[src/mbt_pkg.sv]
// Types and constants shared by the mobility binding table
`timescale 1ns / 1ps

package mbt_pkg;

    localparam logic [1:0]  KIND_REGISTER = 2'd0;
    localparam logic [1:0]  KIND_LOOKUP   = 2'd1;
    localparam logic [1:0]  KIND_TICK     = 2'd2;

    localparam logic [2:0]  STAT_OK          = 3'd0;
    localparam logic [2:0]  STAT_UNSUPPORTED = 3'd1;
    localparam logic [2:0]  STAT_MALFORMED   = 3'd2;
    localparam logic [2:0]  STAT_UNKNOWN_HA  = 3'd3;
    localparam logic [2:0]  STAT_FULL        = 3'd4;

    localparam logic [15:0] LIFE_INFINITE  = 16'hffff;
    localparam logic [31:0] BROADCAST_ADDR = 32'hffff_ffff;

    typedef struct packed {
        logic [31:0] home;
        logic [31:0] care_of;
        logic [15:0] life;
    } t_entry;

    typedef struct packed {
        logic [2:0]  status;
        logic [31:0] dest;
        logic        found;
        logic [31:0] care_of;
    } t_result;

    typedef enum logic [1:0] {
        S_IDLE,
        S_SCAN,
        S_APPLY,
        S_DONE
    } t_state;

endpackage

[src/mbt_if.sv]
// Request and response channel interfaces
`timescale 1ns / 1ps

interface mbt_req_if;
    logic        valid;
    logic        ready;
    logic [1:0]  kind;
    logic [31:0] home_address;
    logic [31:0] care_of_address;
    logic [15:0] requested_lifetime;
    logic [31:0] home_agent_address;
    logic [4:0]  service_flags;
    logic [1:0]  reserved_bits;

    modport source (output valid, kind, home_address, care_of_address, requested_lifetime,
                    home_agent_address, service_flags, reserved_bits, input ready);
    modport sink   (input valid, kind, home_address, care_of_address, requested_lifetime,
                    home_agent_address, service_flags, reserved_bits, output ready);
endinterface

interface mbt_rsp_if;
    logic        valid;
    logic        ready;
    logic [2:0]  status;
    logic [31:0] reply_destination;
    logic        found;
    logic [31:0] care_of_result;
    logic        table_empty;
    logic [4:0]  entries_in_use;

    modport source (output valid, status, reply_destination, found, care_of_result,
                    table_empty, entries_in_use, input ready);
    modport sink   (input valid, status, reply_destination, found, care_of_result,
                    table_empty, entries_in_use, output ready);
endinterface

[src/mbt_mem.sv]
// Binding memory: one write port, one registered read port
`timescale 1ns / 1ps

module mbt_mem #(
    parameter int DEPTH = 16,
    parameter int AW    = 4
) (
    input  logic             i_clk,
    input  logic             i_rd_en,
    input  logic [AW-1:0]    i_rd_addr,
    output mbt_pkg::t_entry  o_rd_data,
    input  logic             i_wr_en,
    input  logic [AW-1:0]    i_wr_addr,
    input  mbt_pkg::t_entry  i_wr_data
);
    import mbt_pkg::*;

    t_entry r_mem [DEPTH];
    t_entry r_rd_data;

    always_ff @(posedge i_clk) begin
        if (i_wr_en) begin
            r_mem[i_wr_addr] <= i_wr_data;
        end
        if (i_rd_en) begin
            r_rd_data <= r_mem[i_rd_addr];
        end
    end

    assign o_rd_data = r_rd_data;

endmodule

[src/mbt_ctrl.sv]
// Sequencer: scans the binding memory per transaction, updates it, builds the response
`timescale 1ns / 1ps

module mbt_ctrl #(
    parameter int DEPTH = 16,
    parameter int AW    = 4,
    parameter int CW    = 5
) (
    input  logic             i_clk,
    input  logic             i_rst_n,
    mbt_req_if.sink          i_req,
    mbt_rsp_if.source        o_rsp,
    output logic             o_rd_en,
    output logic [AW-1:0]    o_rd_addr,
    input  mbt_pkg::t_entry  i_rd_data,
    output logic             o_wr_en,
    output logic [AW-1:0]    o_wr_addr,
    output mbt_pkg::t_entry  o_wr_data
);
    import mbt_pkg::*;

    t_state         r_state, n_state;
    logic [1:0]     r_kind, n_kind;
    logic [31:0]    r_home, n_home;
    logic [31:0]    r_coa, n_coa;
    logic [15:0]    r_life, n_life;
    logic [2:0]     r_chk, n_chk;
    logic [DEPTH-1:0] r_valid, n_valid;
    logic [CW-1:0]  r_count, n_count;
    logic [AW:0]    r_rd_idx, n_rd_idx;
    logic           r_cmp_vld, n_cmp_vld;
    logic [AW-1:0]  r_cmp_idx, n_cmp_idx;
    logic           r_hit, n_hit;
    logic [AW-1:0]  r_hit_idx, n_hit_idx;
    t_entry         r_hit_ent, n_hit_ent;
    logic           r_free, n_free;
    logic [AW-1:0]  r_free_idx, n_free_idx;
    t_result        r_res, n_res;
    logic           r_out_valid, n_out_valid;
    t_result        r_out, n_out;
    logic           r_out_empty, n_out_empty;
    logic [4:0]     r_out_count, n_out_count;

    logic           w_accept;
    logic           w_scan;
    logic           w_last;
    logic           w_load;

    // state register and control
    always_ff @(posedge i_clk) begin
        if (!i_rst_n) begin
            r_state     <= S_IDLE;
            r_valid     <= '0;
            r_count     <= '0;
            r_cmp_vld   <= 1'b0;
            r_out_valid <= 1'b0;
        end else begin
            r_state     <= n_state;
            r_valid     <= n_valid;
            r_count     <= n_count;
            r_cmp_vld   <= n_cmp_vld;
            r_out_valid <= n_out_valid;
        end
    end

    // payload registers
    always_ff @(posedge i_clk) begin
        r_kind      <= n_kind;
        r_home      <= n_home;
        r_coa       <= n_coa;
        r_life      <= n_life;
        r_chk       <= n_chk;
        r_rd_idx    <= n_rd_idx;
        r_cmp_idx   <= n_cmp_idx;
        r_hit       <= n_hit;
        r_hit_idx   <= n_hit_idx;
        r_hit_ent   <= n_hit_ent;
        r_free      <= n_free;
        r_free_idx  <= n_free_idx;
        r_res       <= n_res;
        r_out       <= n_out;
        r_out_empty <= n_out_empty;
        r_out_count <= n_out_count;
    end

    assign w_last = r_cmp_vld && (r_cmp_idx == AW'(DEPTH - 1));

    always_comb begin
        n_state = r_state;
        unique case (r_state)
            S_IDLE:  if (i_req.valid) n_state = S_SCAN;
            S_SCAN:  if (w_last) n_state = S_APPLY;
            S_APPLY: n_state = S_DONE;
            S_DONE:  if (!r_out_valid || o_rsp.ready) n_state = S_IDLE;
            default: n_state = S_IDLE;
        endcase
    end

    always_comb begin
        i_req.ready = (r_state == S_IDLE);
        w_scan      = (r_state == S_SCAN);
        w_load      = (r_state == S_DONE) && (!r_out_valid || o_rsp.ready);
    end

    assign w_accept = i_req.valid && i_req.ready;

    always_comb begin
        n_kind      = r_kind;
        n_home      = r_home;
        n_coa       = r_coa;
        n_life      = r_life;
        n_chk       = r_chk;
        n_valid     = r_valid;
        n_count     = r_count;
        n_rd_idx    = r_rd_idx;
        n_cmp_vld   = 1'b0;
        n_cmp_idx   = r_cmp_idx;
        n_hit       = r_hit;
        n_hit_idx   = r_hit_idx;
        n_hit_ent   = r_hit_ent;
        n_free      = r_free;
        n_free_idx  = r_free_idx;
        n_res       = r_res;
        n_out_valid = r_out_valid && !o_rsp.ready;
        n_out       = r_out;
        n_out_empty = r_out_empty;
        n_out_count = r_out_count;
        o_rd_en     = 1'b0;
        o_rd_addr   = r_rd_idx[AW-1:0];
        o_wr_en     = 1'b0;
        o_wr_addr   = r_cmp_idx;
        o_wr_data   = i_rd_data;

        if (w_accept) begin
            n_kind   = i_req.kind;
            n_home   = i_req.home_address;
            n_coa    = i_req.care_of_address;
            n_life   = i_req.requested_lifetime;
            n_rd_idx = '0;
            n_hit    = 1'b0;
            n_free   = 1'b0;
            priority if (i_req.service_flags != '0) begin
                n_chk = STAT_UNSUPPORTED;
            end else if (i_req.reserved_bits != '0) begin
                n_chk = STAT_MALFORMED;
            end else if (i_req.home_agent_address == BROADCAST_ADDR) begin
                n_chk = STAT_UNKNOWN_HA;
            end else begin
                n_chk = STAT_OK;
            end
        end

        if (w_scan) begin
            if (r_rd_idx < (AW+1)'(DEPTH)) begin
                o_rd_en   = 1'b1;
                n_rd_idx  = r_rd_idx + (AW+1)'(1);
                n_cmp_vld = 1'b1;
                n_cmp_idx = r_rd_idx[AW-1:0];
            end
            if (r_cmp_vld) begin
                if (r_kind == KIND_TICK) begin
                    if (r_valid[r_cmp_idx] && i_rd_data.life != LIFE_INFINITE) begin
                        if (i_rd_data.life <= 16'd1) begin
                            n_valid[r_cmp_idx] = 1'b0;
                            n_count            = r_count - CW'(1);
                        end else begin
                            o_wr_en        = 1'b1;
                            o_wr_data.life = i_rd_data.life - 16'd1;
                        end
                    end
                end else begin
                    if (r_valid[r_cmp_idx] && i_rd_data.home == r_home && !r_hit) begin
                        n_hit     = 1'b1;
                        n_hit_idx = r_cmp_idx;
                        n_hit_ent = i_rd_data;
                    end
                    if (!r_valid[r_cmp_idx] && !r_free) begin
                        n_free     = 1'b1;
                        n_free_idx = r_cmp_idx;
                    end
                end
            end
        end

        if (r_state == S_APPLY) begin
            n_res = '0;
            if (r_kind == KIND_REGISTER) begin
                n_res.status = r_chk;
                n_res.dest   = r_coa;
                n_res.found  = r_hit;
                if (r_hit) begin
                    if (r_life == '0) begin
                        n_res.dest = r_home;
                        if (r_chk == STAT_OK) begin
                            n_valid[r_hit_idx] = 1'b0;
                            n_count            = r_count - CW'(1);
                        end
                    end else if (r_chk == STAT_OK) begin
                        o_wr_en        = 1'b1;
                        o_wr_addr      = r_hit_idx;
                        o_wr_data      = r_hit_ent;
                        o_wr_data.life = r_life;
                    end
                end else if (r_chk == STAT_OK && r_life != '0) begin
                    if (!r_free) begin
                        n_res.status = STAT_FULL;
                    end else begin
                        n_valid[r_free_idx] = 1'b1;
                        n_count             = r_count + CW'(1);
                        o_wr_en             = 1'b1;
                        o_wr_addr           = r_free_idx;
                        o_wr_data.home      = r_home;
                        o_wr_data.care_of   = r_coa;
                        o_wr_data.life      = r_life;
                    end
                end
            end else if (r_kind == KIND_LOOKUP) begin
                n_res.found = r_hit;
                if (r_hit) begin
                    n_res.care_of = r_hit_ent.care_of;
                end
            end
        end

        if (w_load) begin
            n_out_valid = 1'b1;
            n_out       = r_res;
            n_out_empty = (r_count == '0);
            n_out_count = 5'(r_count);
        end
    end

    assign o_rsp.valid             = r_out_valid;
    assign o_rsp.status            = r_out.status;
    assign o_rsp.reply_destination = r_out.dest;
    assign o_rsp.found             = r_out.found;
    assign o_rsp.care_of_result    = r_out.care_of;
    assign o_rsp.table_empty       = r_out_empty;
    assign o_rsp.entries_in_use    = r_out_count;

endmodule

[src/mobility_binding_table_top.sv]
// Mobility binding table: home-agent binding store keyed by home address.
// Each transaction (registration, care-of lookup or one-second tick) walks
// every entry of the binding memory once, one entry per cycle through its
// single read port, then applies any update and builds the response; a
// tick updates entries during the walk itself. A new request is taken only
// after the previous response is built, as soon as it sits in the output
// register.
// No clearing pass is needed after reset: entry valid bits are flip-flops.
`timescale 1ns / 1ps

module mobility_binding_table_top #(
    parameter int TABLE_DEPTH = 16
) (
    input  logic       i_clk,
    input  logic       i_rst_n,
    mbt_req_if.sink    i_req,
    mbt_rsp_if.source  o_rsp
);
    import mbt_pkg::*;

    localparam int AW = (TABLE_DEPTH > 1) ? $clog2(TABLE_DEPTH) : 1;
    localparam int CW = $clog2(TABLE_DEPTH + 1);

    logic           w_rd_en;
    logic [AW-1:0]  w_rd_addr;
    t_entry         w_rd_data;
    logic           w_wr_en;
    logic [AW-1:0]  w_wr_addr;
    t_entry         w_wr_data;

    mbt_ctrl #(
        .DEPTH (TABLE_DEPTH),
        .AW    (AW),
        .CW    (CW)
    ) u_ctrl (
        .i_clk     (i_clk),
        .i_rst_n   (i_rst_n),
        .i_req     (i_req),
        .o_rsp     (o_rsp),
        .o_rd_en   (w_rd_en),
        .o_rd_addr (w_rd_addr),
        .i_rd_data (w_rd_data),
        .o_wr_en   (w_wr_en),
        .o_wr_addr (w_wr_addr),
        .o_wr_data (w_wr_data)
    );

    mbt_mem #(
        .DEPTH (TABLE_DEPTH),
        .AW    (AW)
    ) u_mem (
        .i_clk     (i_clk),
        .i_rd_en   (w_rd_en),
        .i_rd_addr (w_rd_addr),
        .o_rd_data (w_rd_data),
        .i_wr_en   (w_wr_en),
        .i_wr_addr (w_wr_addr),
        .i_wr_data (w_wr_data)
    );

endmodule

[src/flat_wrapper.sv]
// flat-port wrapper written by rule: the top's interface ports become plain ports
module mobility_binding_table_top_flat import mbt_pkg::*;
#(
    parameter int TABLE_DEPTH = 16
)
  (i_clk, i_rst_n, i_req_valid, i_req_kind, i_req_home_address, i_req_care_of_address, i_req_requested_lifetime, i_req_home_agent_address, i_req_service_flags, i_req_reserved_bits, i_req_ready, o_rsp_valid, o_rsp_status, o_rsp_reply_destination, o_rsp_found, o_rsp_care_of_result, o_rsp_table_empty, o_rsp_entries_in_use, o_rsp_ready);
  mbt_req_if i_req_i ();
  mbt_rsp_if o_rsp_i ();
  input  logic i_clk;
  input  logic i_rst_n;
  input wire logic [$bits(i_req_i.valid)-1:0] i_req_valid;
  input wire logic [$bits(i_req_i.kind)-1:0] i_req_kind;
  input wire logic [$bits(i_req_i.home_address)-1:0] i_req_home_address;
  input wire logic [$bits(i_req_i.care_of_address)-1:0] i_req_care_of_address;
  input wire logic [$bits(i_req_i.requested_lifetime)-1:0] i_req_requested_lifetime;
  input wire logic [$bits(i_req_i.home_agent_address)-1:0] i_req_home_agent_address;
  input wire logic [$bits(i_req_i.service_flags)-1:0] i_req_service_flags;
  input wire logic [$bits(i_req_i.reserved_bits)-1:0] i_req_reserved_bits;
  output wire logic [$bits(i_req_i.ready)-1:0] i_req_ready;
  output wire logic [$bits(o_rsp_i.valid)-1:0] o_rsp_valid;
  output wire logic [$bits(o_rsp_i.status)-1:0] o_rsp_status;
  output wire logic [$bits(o_rsp_i.reply_destination)-1:0] o_rsp_reply_destination;
  output wire logic [$bits(o_rsp_i.found)-1:0] o_rsp_found;
  output wire logic [$bits(o_rsp_i.care_of_result)-1:0] o_rsp_care_of_result;
  output wire logic [$bits(o_rsp_i.table_empty)-1:0] o_rsp_table_empty;
  output wire logic [$bits(o_rsp_i.entries_in_use)-1:0] o_rsp_entries_in_use;
  input wire logic [$bits(o_rsp_i.ready)-1:0] o_rsp_ready;
  assign i_req_i.valid = i_req_valid;
  assign i_req_i.kind = i_req_kind;
  assign i_req_i.home_address = i_req_home_address;
  assign i_req_i.care_of_address = i_req_care_of_address;
  assign i_req_i.requested_lifetime = i_req_requested_lifetime;
  assign i_req_i.home_agent_address = i_req_home_agent_address;
  assign i_req_i.service_flags = i_req_service_flags;
  assign i_req_i.reserved_bits = i_req_reserved_bits;
  assign i_req_ready = i_req_i.ready;
  assign o_rsp_valid = o_rsp_i.valid;
  assign o_rsp_status = o_rsp_i.status;
  assign o_rsp_reply_destination = o_rsp_i.reply_destination;
  assign o_rsp_found = o_rsp_i.found;
  assign o_rsp_care_of_result = o_rsp_i.care_of_result;
  assign o_rsp_table_empty = o_rsp_i.table_empty;
  assign o_rsp_entries_in_use = o_rsp_i.entries_in_use;
  assign o_rsp_i.ready = o_rsp_ready;
  mobility_binding_table_top #(.TABLE_DEPTH(TABLE_DEPTH)) u_core (.i_clk(i_clk), .i_rst_n(i_rst_n), .i_req(i_req_i), .o_rsp(o_rsp_i));
endmodule
[config.mk]
export PLATFORM = sky130hd
export DESIGN_NAME = mobility_binding_table_top_flat
export DESIGN_NICKNAME = d
export VERILOG_FILES = /design/src/mbt_pkg.sv /design/src/mbt_if.sv /design/src/mbt_mem.sv /design/src/mbt_ctrl.sv /design/src/mobility_binding_table_top.sv /design/src/flat_wrapper.sv
export SDC_FILE = /design/constraint.sdc
export NUM_CORES = 2
export LEC_CHECK = 0
export ABC_CLOCK_PERIOD_IN_PS = 11900
export BUFFER_PORTS_ARGS = -buffer_cell sky130_fd_sc_hd__buf_4
export CAP_MARGIN = 10
export CORE_ASPECT_RATIO = 2
export CORE_MARGIN = 2
export CORE_UTILIZATION = 60
export DETAILED_ROUTE_END_ITERATION = 6
export GPL_TIMING_DRIVEN = 0
export HOLD_SLACK_MARGIN = 0.02
export PLACE_DENSITY_LB_ADDON = 0.05
export SYNTH_ARGS = -nofsm -noshare
export SYNTH_HDL_FRONTEND = slang
export SYNTH_SLANG_ARGS = --single-unit
[constraint.sdc]
create_clock -name i_clk -period 11.9 [get_ports i_clk]
set_input_delay 2.38 -clock i_clk [delete_from_list [all_inputs] [get_ports i_clk]]
set_output_delay 2.38 -clock i_clk [all_outputs]
set_load 0.02 [all_outputs]
# Yosys cells after proc, flatten, opt, wreduce, memory -nomap -nowiden
# Memory sizes are Yosys's and may differ from the RTL's. A register that Yosys moved wholly into a read port is not among the register bits.
# Index checks and enable logic that the tools add are counted.
# word_totals
ramBits	1280
elab_cells	189
mem_count	1
input_bits	125
reg_bits	335
out_inout_bits	76
# memory_table
name	words	word_bits	read_ports	rd_ports_with_merged_regs	wr	line	source
u_core.u_mem.r_mem	16	80	1	1	1	mbt_mem.sv:18	t_entry r_mem [DEPTH];
# op_classes
bitwise_logic	8
reduce_logical	32
mux	95
n_lt_le_gt_ge	8
eq_ne	12
addsub	4
# ops
cell	count
two-way mux 80 bit	7
two-way mux 16 bit	17
two-way mux 32 bit	3
two-way mux 5 bit	15
two-way mux 33 bit	1
AND 16 bit	2
== test 32 bit	1
== test 32 bit, second input constant	1
two-way mux 1 bit	32
inverter 16 bit	2
two-way mux 4 bit	7
<= comparator 16 x 1 -> 1 bit, second input constant	1
zero test 16 bit	1
!= test 16 bit, second input constant	1
bitwise OR 16 bit	1
nonzero test 16 bit	1
subtractor 16 x 1 -> 16 bit, second input constant	1
< comparator 4 x 5 -> 1 bit, second input constant	3
demux 1 bit (select 4 bit)	3
>= comparator 4 x 1 -> 1 bit, second input constant	3
logical AND 1 bit	12
adder 5 x 1 -> 5 bit, second input constant	2
two-way mux 2 bit	5
two-way mux 3 bit	3
22 further kinds	34

# Longest topological paths before layout
# depth
ltp_word	17
ltp_mapped	10
mapped_depth_nobuf	8

# Hierarchy
# From an unflattened synthesis, not the netlist that was laid out.
# unflattened
hier_cells	3275
area_unflattened_um2	65281.4
# by_module_without_submodules
module	area_per_inst_um2	cells_each	instances
mbt_mem	50238.2	2054	1
mbt_ctrl	15043.2	1221	1

# Least setup slack after synthesis
# Ideal clock, no wire load.
# synth_path
kind	register to register
from	reg u_core.u_ctrl.r_cmp_idx[2]
to	reg u_core.u_ctrl.r_hit_ent[16] in the netlist's numbering (enable)
setup_slack_ns	3.186
synth_period_minus_slack_ns	8.714
arrival_ns	8.049
n_path_buf	2
path_stages_with_launch	7
cell_sequence	edfxtp_1 clkbuf_1 mux4_2 nand3b_1 and4_1 clkbuf_1 nor4_1
# synth_between
elab_chain_len	5
# synth_lines
element	line	source
start, declared	mbt_ctrl.sv:32	logic [AW-1:0] r_cmp_idx, n_cmp_idx;
start signal, assigned	mbt_ctrl.sv:74	r_cmp_idx <= n_cmp_idx;
binary-select mux 1 bit (select 4 bit)	mbt_ctrl.sv:172	if (r_valid[r_cmp_idx] && i_rd_data.home == r_home && !r_hit) begin
two-way mux 1 bit (not written as such)	mbt_ctrl.sv:172	
logical AND 1 bit (2 in series)	mbt_ctrl.sv:172	
AND reduction 4 bit (no line)	--	
end signal, assigned	mbt_ctrl.sv:77	r_hit_ent <= n_hit_ent;
end, declared	mbt_ctrl.sv:35	t_entry r_hit_ent, n_hit_ent;
# No other way between the ends. The select of a mux whose other input is x is not followed.
# A chain may end at the register's enable or synchronous reset.

# Worst setup path after layout
# layout_path
from	reg u_core.u_ctrl.r_life[0]
to	mem u_core.u_mem.r_mem[8][65] in the netlist's numbering (enable)
# layout_between
elab_chain_len	8
word_cells_on_any_way	15
classes_between	mux: 12; reduce/logical: 3
# layout_lines
element	line	source
start, declared	mbt_ctrl.sv:26	logic [15:0] r_life, n_life;
start signal, assigned	mbt_ctrl.sv:71	r_life <= n_life;
nonzero test 16 bit	mbt_ctrl.sv:204	end else if (r_chk == STAT_OK && r_life != '0) begin
logical AND 1 bit	mbt_ctrl.sv:204	
two-way mux 1 bit	mbt_ctrl.sv:204	
two-way mux 1 bit	mbt_ctrl.sv:191	if (r_hit) begin
two-way mux 1 bit	mbt_ctrl.sv:187	if (r_kind == KIND_REGISTER) begin
two-way mux 1 bit	mbt_ctrl.sv:185	if (r_state == S_APPLY) begin
two-way mux 1 bit	mbt_mem.sv:22	if (i_wr_en) begin
two-way mux 1 bit (not written as such)	mbt_mem.sv:23	r_mem[i_wr_addr] <= i_wr_data;
end, declared	mbt_mem.sv:18	
# Several ways; a longest one is shown, not always the timed one.

==> out/metrics.json <==
{
  "layout_worst_path_cycle_share": {"value": 0.471},
  "drv_cap": {"value": 0},
  "clock_sink_count": {"value": 1694},
  "wl": {"value": 182, "unit": "mm"},
  "detail_route.first_pass.iterations": {"value": 7},
  "drt_drc_violations_left": {"value": 17},
  "timing.critical_path.required": {"value": 12.35, "unit": "ns"},
  "synth_adder_area_share": {"value": 0.00210},
  "floorplan.initialDensity": {"value": 0.605},
  "crit_path_start_kind": {"value": "register"},
  "postCtsHoldBufs": {"value": 0},
  "achievable-frequency": {"value": 178, "unit": "MHz"},
  "nFillCells": {"value": 6729},
  "grt_first_pass_wirelength": {"value": 255, "unit": "mm"},
  "drive_above_1_share": {"value": 0.266},
  "num-nets-final": {"value": 3775},
  "routabilityCongestion": {"value": 0.986},
  "post_synth_inst_count": {"value": 3171},
  "synthesis.area_per_instance": {"value": 20.7, "unit": "um2"},
  "power.density": {"value": 209, "unit": "nW/um2"},
  "setup.worst_path.class": {"value": "reg2reg"},
  "via_count": {"value": 35600},
  "syn-num-nets": {"value": 3307},
  "synth.ff_latch_count": {"value": 1694},
  "ff_latch_area": {"value": 50500, "unit": "um2"},
  "floorplan.die_area": {"value": 112000, "unit": "um2"},
  "place_worst_setup_slack": {"value": 6.48, "unit": "ns"},
  "synth_xor_area_frac": {"value": 0.00467},
  "num_io_pins": {"value": 201},
  "failing_checks": {"value": "DRC"},
  "critical_path_arrival": {"value": 6.05, "unit": "ns"},
  "netlist_area": {"value": 65600, "unit": "um2"},
  "syn_to_final_growth": {"value": 15.5, "unit": "%"},
  "reg2reg_slack": {"value": 6.30, "unit": "ns"},
  "detailed_place_hpwl": {"value": 122, "unit": "mm"},
  "hold_path.class": {"value": "reg2reg"},
  "standard_cell_core_area": {"value": 108000, "unit": "um2"},
  "path_clk_slew": {"value": 0.07, "unit": "ns"},
  "power.leakage": {"value": 23.6, "unit": "nW"},
  "postSynth.topFlopCell": {"value": "sky130_fd_sc_hd__edfxtp_1"},
  "sequential_share_of_the_synthesized_area": {"value": 0.770},
  "synth_compound_area_frac": {"value": 0.0351},
  "grt.overflow.total": {"value": 0},
  "ys_warn_count": {"value": 0},
  "cts_made_buffers": {"value": 142},
  "antenna_violating_nets_post_route": {"value": 0},
  "grt_antenna_before_repair": {"value": 12},
  "clock_insertion_delay_worst_skew": {"value": 0.78, "unit": "ns"},
  "vias_per_cell": {"value": 6.92},
  "setup_viol": {"value": 0},
  "synth_edf_count": {"value": 1662},
  "period_needed": {"value": 5.60, "unit": "ns"},
  "maximum_vdd_drop": {"value": 173, "unit": "uV"},
  "grt_pass1_vias": {"value": 35600},
  "end_kind": {"value": "register"},
  "final-hold-violation-count": {"value": 0},
  "place.port_buffers": {"value": 199},
  "placementRows": {"value": 171},
  "post_cts_resize_count": {"value": 0},
  "worst_relative_slew_slack": {"value": 0.106},
  "setup_slack": {"value": 6.30, "unit": "ns"},
  "clock_skew": {"value": 0.0281, "unit": "ns"},
  "synth_simple_gate_area_frac": {"value": 0.0365},
  "timing.setup.tns": {"value": 0, "unit": "ns"},
  "totalPowerFinal": {"value": 15.8, "unit": "mW"},
  "cts_htree_levels": {"value": 4},
  "muxShareOfSynthArea": {"value": 0.139},
  "worstPathMaxFanout": {"value": 22},
  "synth_top_family_by_area": {"value": "multiplexers"},
  "cts_post_setup_buffers_inserted": {"value": 0},
  "outcome": {"value": "complete, but fails checks"},
  "detail_route.iter0.violations": {"value": 4991},
  "grt_setup_unrepaired": {"value": "no"},
  "area_of_the_multi_input_gates": {"value": 14500, "unit": "um2"},
  "worst_pin_slew": {"value": 1.34, "unit": "ns"},
  "dpl_cell_area": {"value": 70800, "unit": "um2"},
  "routed_wire_length_per_instance": {"value": 35.4, "unit": "um"},
  "synth-async-reset-ratio": {"value": 0},
  "post-route-cell-area": {"value": 75800, "unit": "um2"},
  "clock_path_buffers": {"value": 3},
  "die_ht": {"value": 472, "unit": "um"},
  "ctsRootBufferMaster": {"value": "sky130_fd_sc_hd__clkbuf_16"},
  "tritoncts_clock_tree": {"value": "yes"},
  "final-max-slew-violation-count": {"value": 0},
  "grt_start_max_net_pins": {"value": 63},
  "track_usage": {"value": 0.329},
  "synth_cell_types": {"value": 57},
  "fp.dieW": {"value": 238, "unit": "um"}
}
-- report_power, final --
group	internal (mW)	switching, mW	leakage [nW]
sequential	7.48	0.353	15.4
clock	2.64	2.15	2.29
combinational	1.25	1.95	5.86
total	11.4	4.45	23.6
-- final cells by class --
class	instances	area share
antenna	4	0.000132
buffer	187	0.00937
clock buffer	172	0.0498
clock inverter	86	0.0128
inverter	24	0.00125
multi-input combinational	1266	0.191
sequential	1694	0.667
tap	1384	0.0228
timing repair buffer	324	0.0462
-- cells in the mapped netlist (5+ instances only) --
cell type / instances / share of area
sky130_fd_sc_hd__nor3_1: 19 / 0.0014
sky130_fd_sc_hd__inv_1: 22 / 0.0013
sky130_fd_sc_hd__nand3_1: 22 / 0.0017
sky130_fd_sc_hd__ha_1: 11 / 0.0021
sky130_fd_sc_hd__mux4_2: 404 / 0.14
sky130_fd_sc_hd__clkbuf_1: 164 / 0.0094
sky130_fd_sc_hd__or3_1: 73 / 0.0070
sky130_fd_sc_hd__xor2_1: 27 / 0.0036
sky130_fd_sc_hd__o211ai_1: 72 / 0.0082
sky130_fd_sc_hd__o31ai_1: 10 / 0.0011
sky130_fd_sc_hd__and3_1: 32 / 0.0031
sky130_fd_sc_hd__nand2_1: 107 / 0.0061
sky130_fd_sc_hd__edfxtp_1: 1662 / 0.76
sky130_fd_sc_hd__buf_1: 22 / 0.0013
sky130_fd_sc_hd__nand4_1: 29 / 0.0028
sky130_fd_sc_hd__a21oi_1: 108 / 0.0082
sky130_fd_sc_hd__or3_2: 7 / 0.00080
sky130_fd_sc_hd__dfxtp_1: 32 / 0.0098
sky130_fd_sc_hd__or4_1: 9 / 0.0010
sky130_fd_sc_hd__xnor2_1: 8 / 0.0011
sky130_fd_sc_hd__o21ai_0: 33 / 0.0025
sky130_fd_sc_hd__o221ai_1: 66 / 0.0088
sky130_fd_sc_hd__a41oi_1: 5 / 0.00067
sky130_fd_sc_hd__nor2_1: 120 / 0.0069
sky130_fd_sc_hd__nor4_1: 24 / 0.0023
sky130_fd_sc_hd__a31oi_1: 16 / 0.0015
-- registers in the layout (all words and copies together) (netlist names), 16 cells and up --
| register | count |
|---|---|
| u_core.u_ctrl.r_coa | 32 |
| u_core.u_ctrl.r_res | 68 |
| u_core.u_ctrl.o_rsp.care_of_result | 32 |
| u_core.u_ctrl.r_valid | 16 |
| u_core.u_ctrl.o_rsp.reply_destination | 32 |
| u_core.u_mem.r_mem | 1280 |
| u_core.u_ctrl.r_life | 16 |
| u_core.u_ctrl.r_hit_ent | 64 |
| u_core.u_ctrl.r_home | 32 |
| u_core.u_mem.o_rd_data | 80 |
-- cells in the final DEF, fill, tap and decap left out, types with 10 or more instances in the layout --
| cell | instances |
|---|---|
| sky130_fd_sc_hd__and3_1 | 32 |
| sky130_fd_sc_hd__ha_1 | 10 |
| sky130_fd_sc_hd__buf_1 | 22 |
| sky130_fd_sc_hd__o221ai_1 | 66 |
| sky130_fd_sc_hd__nand4_1 | 29 |
| sky130_fd_sc_hd__buf_12 | 61 |
| sky130_fd_sc_hd__dfxtp_1 | 32 |
| sky130_fd_sc_hd__clkinv_1 | 20 |
| sky130_fd_sc_hd__nor2_1 | 104 |
| sky130_fd_sc_hd__inv_1 | 20 |
| sky130_fd_sc_hd__nand3_1 | 22 |
| sky130_fd_sc_hd__o211ai_1 | 72 |
| sky130_fd_sc_hd__nand2_1 | 107 |
| sky130_fd_sc_hd__o21ai_0 | 32 |
| sky130_fd_sc_hd__edfxtp_1 | 1662 |
| sky130_fd_sc_hd__clkbuf_1 | 188 |
| sky130_fd_sc_hd__a21oi_1 | 104 |
| sky130_fd_sc_hd__mux4_2 | 404 |
| sky130_fd_sc_hd__bufinv_16 | 16 |
| sky130_fd_sc_hd__clkinv_2 | 23 |
| sky130_fd_sc_hd__clkbuf_16 | 147 |
| sky130_fd_sc_hd__nor4_1 | 20 |
| sky130_fd_sc_hd__or3_1 | 73 |
| sky130_fd_sc_hd__clkinvlp_4 | 11 |
| sky130_fd_sc_hd__nor3_1 | 19 |
| sky130_fd_sc_hd__xor2_1 | 27 |
| sky130_fd_sc_hd__o31ai_1 | 10 |
| sky130_fd_sc_hd__nor2_4 | 16 |
| sky130_fd_sc_hd__buf_8 | 13 |
| sky130_fd_sc_hd__a31oi_1 | 14 |
| sky130_fd_sc_hd__buf_4 | 225 |
-- final timing paths --
| path | start | end | cells past startpoint |
|---|---|---|---|
| worst max register to register | u_core.u_ctrl.r_life[0] | u_core.u_mem.r_mem[8][65] | 9 |
| worst max-delay path | u_core.u_ctrl.r_life[0] | u_core.u_mem.r_mem[8][65] | 9 |
| worst min-delay path | u_core.u_ctrl.r_res[55] | u_core.u_ctrl.o_rsp.reply_destination[22] | 0 |
| worst min register to register | u_core.u_ctrl.r_res[55] | u_core.u_ctrl.o_rsp.reply_destination[22] | 0 |
-- logic make-up (layout without fill, tap and decap cells) --
logic type | after synthesis | in the layout
flops | 1694 | 1694
compound gates | 341 | 341
xor+xnor | 35 | 35
fa+ha+maj | 11 | 11
simple gates | 471 | 471
buf+inv | 211 | 793
mux | 408 | 408
other cells | 0 | 4
-- worst max-delay path, cell delays in order (launching register included) --
cell,delay [ns]
sky130_fd_sc_hd__edfxtp_1,0.49
sky130_fd_sc_hd__nor4_2,0.97
sky130_fd_sc_hd__a41o_1,0.39
sky130_fd_sc_hd__clkbuf_1,0.73
sky130_fd_sc_hd__nor2_1,0.34
sky130_fd_sc_hd__o221ai_1,0.39
sky130_fd_sc_hd__o21ai_0,0.52
sky130_fd_sc_hd__nor2_4,0.88
sky130_fd_sc_hd__buf_12,0.28
sky130_fd_sc_hd__buf_12,0.24
-- layer usage --
metal	vias to the layer above	routed length, um	global-route usage
li1	14300	-	-
met1	18500	63900	0.421
met2	2296	92500	0.552
met3	487	16600	0.0685
met4	16	8880	0.142
met5	-	115	0
-- through the flow --
stage,cells,utilization,hold slack (ns)
2_1_floorplan,3171,-,0.400
3_3_place_gp,4754,0.635,0.409
3_5_place_dp,4849,0.652,0.405
4_1_cts,5107,0.696,0.411
5_1_grt,5138,0.699,0.410
6_report,5141,0.699,0.407
Power figures use the tool's default switching activity.
